**config.mk**
```make
export PLATFORM = sky130hd
export DESIGN_NAME = lpht_ram
export DESIGN_NICKNAME = d
export VERILOG_FILES = /design/src/rtl/lpht_ram.sv
export SDC_FILE = /design/constraint.sdc
export NUM_CORES = 1
export LEC_CHECK = 0
export BUFFER_PORTS_ARGS = -buffer_cell sky130_fd_sc_hd__buf_2
export CORE_ASPECT_RATIO = 0.75
export CORE_MARGIN = 1
export CORE_UTILIZATION = 60
export CTS_BUF_LIST = sky130_fd_sc_hd__clkbuf_8
export DETAILED_ROUTE_END_ITERATION = 16
export GPL_ROUTABILITY_DRIVEN = 0
export PLACE_DENSITY = 0.78
export SYNTH_ARGS = -nofsm -noshare
export SYNTH_HDL_FRONTEND = slang
export SYNTH_SLANG_ARGS = --single-unit
```
**constraint.sdc**
```tcl
create_clock -name clk -period 5.5 [get_ports clk]
set_input_delay 0.275 -clock clk [delete_from_list [all_inputs] [get_ports clk]]
set_output_delay 0.275 -clock clk [all_outputs]
set_load 0.01 [all_outputs]
```
**src/rtl/lpht_ram.sv**
```systemverilog
// Generic single-write, single-read RAM with registered read data.
`default_nettype none
module lpht_ram #(
  parameter int WIDTH = 8,
  parameter int DEPTH = 64
) (
  input  logic                     clk,
  input  logic                     we,
  input  logic [$clog2(DEPTH)-1:0] waddr,
  input  logic [WIDTH-1:0]         wdata,
  input  logic                     re,
  input  logic [$clog2(DEPTH)-1:0] raddr,
  output logic [WIDTH-1:0]         rdata
);

  logic [WIDTH-1:0] mem [DEPTH];

  always_ff @(posedge clk) begin
    if (we) begin
      mem[waddr] <= wdata;
    end
    if (re) begin
      rdata <= mem[raddr];
    end
  end

endmodule
`default_nettype wire
```
== Word-level counts from Yosys, hierarchy flattened ==
Memory sizes are Yosys's and may differ from the RTL's. A register that Yosys moved wholly into a read port is not among the register bits.
Index checks and enable logic that the tools add are counted.
Cells by class
  multiplexer cells: 2
Operator list (count)
  $mux W1: 2
Storage, ports and cells
  output and inout bits: 8
  logic and storage cells: 3
  bits in registers: 0
  RAM bits: 512
  input port bits: 23
  memories: 1
Memory list
  mem: depth 64, bits a word 8, read ports 1, clocked after Yosys merged registers in 1, write ports 1, line 16  | logic [WIDTH-1:0] mem [DEPTH];

== Logic depth before layout (Yosys ltp) ==
  depth after elaboration: 2
  depth in mapped cells: 9
  depth with buffers taken out: 5

== Worst setup path before layout ==
Ideal clock, no wire load.
  path type: input-to-reg
  from: input raddr[1]
  to: register rdata[3] (read register of mem) (data pin)
  setup time: 0.266 ns
  buffers on the path: 3
  setup slack: 3.419 ns
  required time: 5.234 ns
  stages: 7
  arrival: 1.815 ns
  cells stage by stage: buf_4 > buf_2 > buf_2 > mux4_2 > mux4_2 > o21ai_1 > o41ai_1
RTL lines
  from (decl): line 12  | input logic [$clog2(DEPTH)-1:0] raddr,
  to (decl): line 13  | output logic [WIDTH-1:0] rdata

==> run metrics <==
outcome=finished clean; htree depth=3; Core ar.=32800 µm²; First-pass DRT Iterations=5; Mapped Cells=940; Final Hold Fails=0; die area=34500 µm²; most frequent CP cell=mux4_2; crit path max fanout=66; Setup WS post-layout=2900 ps; Layout area overhead=8.61%; worst relative slew slack=0.148; startpoint types=input pin; dpl ws=2270 ps; Starting Density=0.617; Setup TNS=0 ps; Buf+Inv Stages, Crit Path=2; CTS sink cnt=520; share of post-route cells with drive strength above 1=0.252; Worst Path Required=5830 ps; clk slew on worst S/H paths=60 ps; Top Family by Delay on Critical Path=buffers and inverters; Vias=9845; grt ovf=0; Hold Crit Depth=1; f_max=0.384 GHz; Final Max Tran Viols=0; Layout Utilization=0.670; Setup crit end kind=flip-flop; RSZ-0062 raised after global routing=false; ys async rst share=0; final routed DRC violation total=0; Post-CTS Setup Inserts=0; post-synthesis sequential area ratio=0.771; worst r2r src=mem[46][0]; r2r worst-path depth=4; hold path endpoint=rdata[1]; Tcrit/Tclk final=0.473; syn nets=963; CTS tree=yes; worst skew pair latency=610 ps; hold path start=re; I/O pin cnt=31; Hold WC Path Type=in2reg; Total Power=7.48 mW; die width=214 µm; Total Wirelength=43000 µm; post-route ant nets=0; Setup Viol. Count Final=0; synth warn=0; Wirelength per Cell=28.8 µm; Syn Area/Cell=21.5 µm²; n_diodes=0; placed cells=1371; CTS Hold Bufs=0; Clock Skews=21.8 ps; Crit. path cell count=7; WS Path Type=in2reg; Finished Layout Cells=1493; final net count=1027; HPWL Detailed=25600 µm; Cell Area, Synth=20200 µm²; Worst path slowest cell=clkbuf_8; Leak=6.87 nW; Netlist cell types=39; total CTS buffers=73; r2r endpoint=rdata[0]; drt initial violations=1149; power per cell area=340 nW/µm²; largest net degree at the start of global routing=67; Cell Rows=57; # resized after CTS=0; r2r setup slk=3250 ps; Port Buffer Count=30; layout filler cell count=2067; number of synthesized flops with an enable pin=520; All-Layer GR Usage=0.260; minimum clock period=2600 ps; Die H=161 µm; first-pass GRT wire length=64300 µm; Worst Tran Pin Value=1280 ps; initial antenna violation count=0; CP arrival=2930 ps; Primary FF master, synth=edfxtp_1; max cap viols=0; root buf cell=clkbuf_8; Peak VDD IR=0.000240 V; FF+latch count, synth=520; vias in the first global route=9948; CTS max path bufs=3; Cell Chain, Critical Path=clkbuf_8 -> buf_4 -> mux4_2 -> mux4_2 -> nor2_1 -> nor3_1 -> o2bb2ai_1; slowest stage delay, CP=580 ps; routed vias/inst=6.59
==> flip-flops by register name, summed over array words and instances, names as in the netlist <==
signal	flops
mem	512
rdata	8
==> cell families after synthesis <==
group,Yosys count,synth area share
and+or+nand+nor,153,0.0337
AOI/OAI and AO/OA,54,0.0206
DFF,520,0.771
muxes,162,0.159
buffers and inverters,51,0.0156
==> worst max-delay path by stage <==
stage | startpoint | end
2_1_floorplan | raddr[1] | rdata[3]
3_3_place_gp | raddr[0] | rdata[7]
3_5_place_dp | raddr[0] | rdata[0]
4_1_cts | raddr[0] | rdata[0]
5_1_grt | raddr[0] | rdata[0]
6_report | raddr[0] | rdata[0]
==> stage by stage <==
stage | hold slack, ps | cell area, µm²
CTS | 20.7 | 22000
floorplan | 374 | 20200
global route | 30.9 | 22000
global placement | 668 | 20700
detailed placement | 665 | 20700
finish | 43.9 | 22000
==> cell usage after synthesis, drive strengths merged (2+ instances only) <==
cell	count	share of area
a2111oi	2	0.00087
a211oi	4	0.0015
a21oi	3	0.00074
a221oi	6	0.0026
a22oi	3	0.0011
buf	34	0.012
clkbuf	17	0.0032
edfxtp	520	0.77
mux2	13	0.0072
mux2i	23	0.011
mux4	126	0.14
nand2	19	0.0035
nand2b	7	0.0022
nand3	13	0.0032
nand3b	3	0.0011
nand4	2	0.00062
nor2	83	0.015
nor2b	14	0.0043
nor3	7	0.0017
nor4	2	0.00062
o2111ai	3	0.0013
o21a	2	0.00074
o21ai	4	0.00099
o221a	2	0.0011
o221ai	8	0.0035
o22ai	8	0.0025
o2bb2ai	3	0.0013
o32ai	2	0.00087
o41ai	2	0.00087
==> routing by layer <==
metal | track usage | vias to the layer above | routed length (µm)
met3 | 0.0599 | 88 | 4100
met2 | 0.393 | 564 | 20200
met1 | 0.379 | 5128 | 17500
met4 | 0.0942 | 0 | 1260
met5 | 0 | - | 0
li1 | - | 4065 | -
==> cell type report <==
cell class,instances,area (µm²),share of cell area
repair buffers,40,239,0.0109
flip-flops and latches,520,15600,0.710
clock buffers,76,1050,0.0476
well taps,442,553,0.0251
clock inverters,46,211,0.00962
multi-input cells,369,4330,0.197
==> report_power, final <==
part	switching, mW	internal, mW	leakage [nW]
Combinational	0.248	0.143	1.45
Sequential	0.0114	4.40	4.69
Clock	1.36	1.32	0.730
Total	1.62	5.86	6.87
==> cell usage in the layout, fill, tap and decap left out, types with 3 or more instances in the layout <==
| master | instances |
|---|---|
| clkinv_2 | 3 |
| mux4_2 | 126 |
| nor3_1 | 5 |
| o221ai_1 | 8 |
| nand3b_1 | 3 |
| mux2i_1 | 23 |
| inv_1 | 24 |
| clkinv_1 | 16 |
| a221oi_1 | 6 |
| buf_4 | 12 |
| a211oi_1 | 4 |
| a21oi_1 | 3 |
| o2111ai_1 | 3 |
| a22oi_1 | 3 |
| nand2b_1 | 7 |
| clkbuf_8 | 77 |
| mux2_2 | 13 |
| edfxtp_1 | 520 |
| nand3_1 | 13 |
| nor2b_1 | 14 |
| nor2_1 | 83 |
| o22ai_1 | 8 |
| buf_2 | 27 |
| nand2_1 | 19 |
| o2bb2ai_1 | 3 |
(Power assumes the default switching activity.)
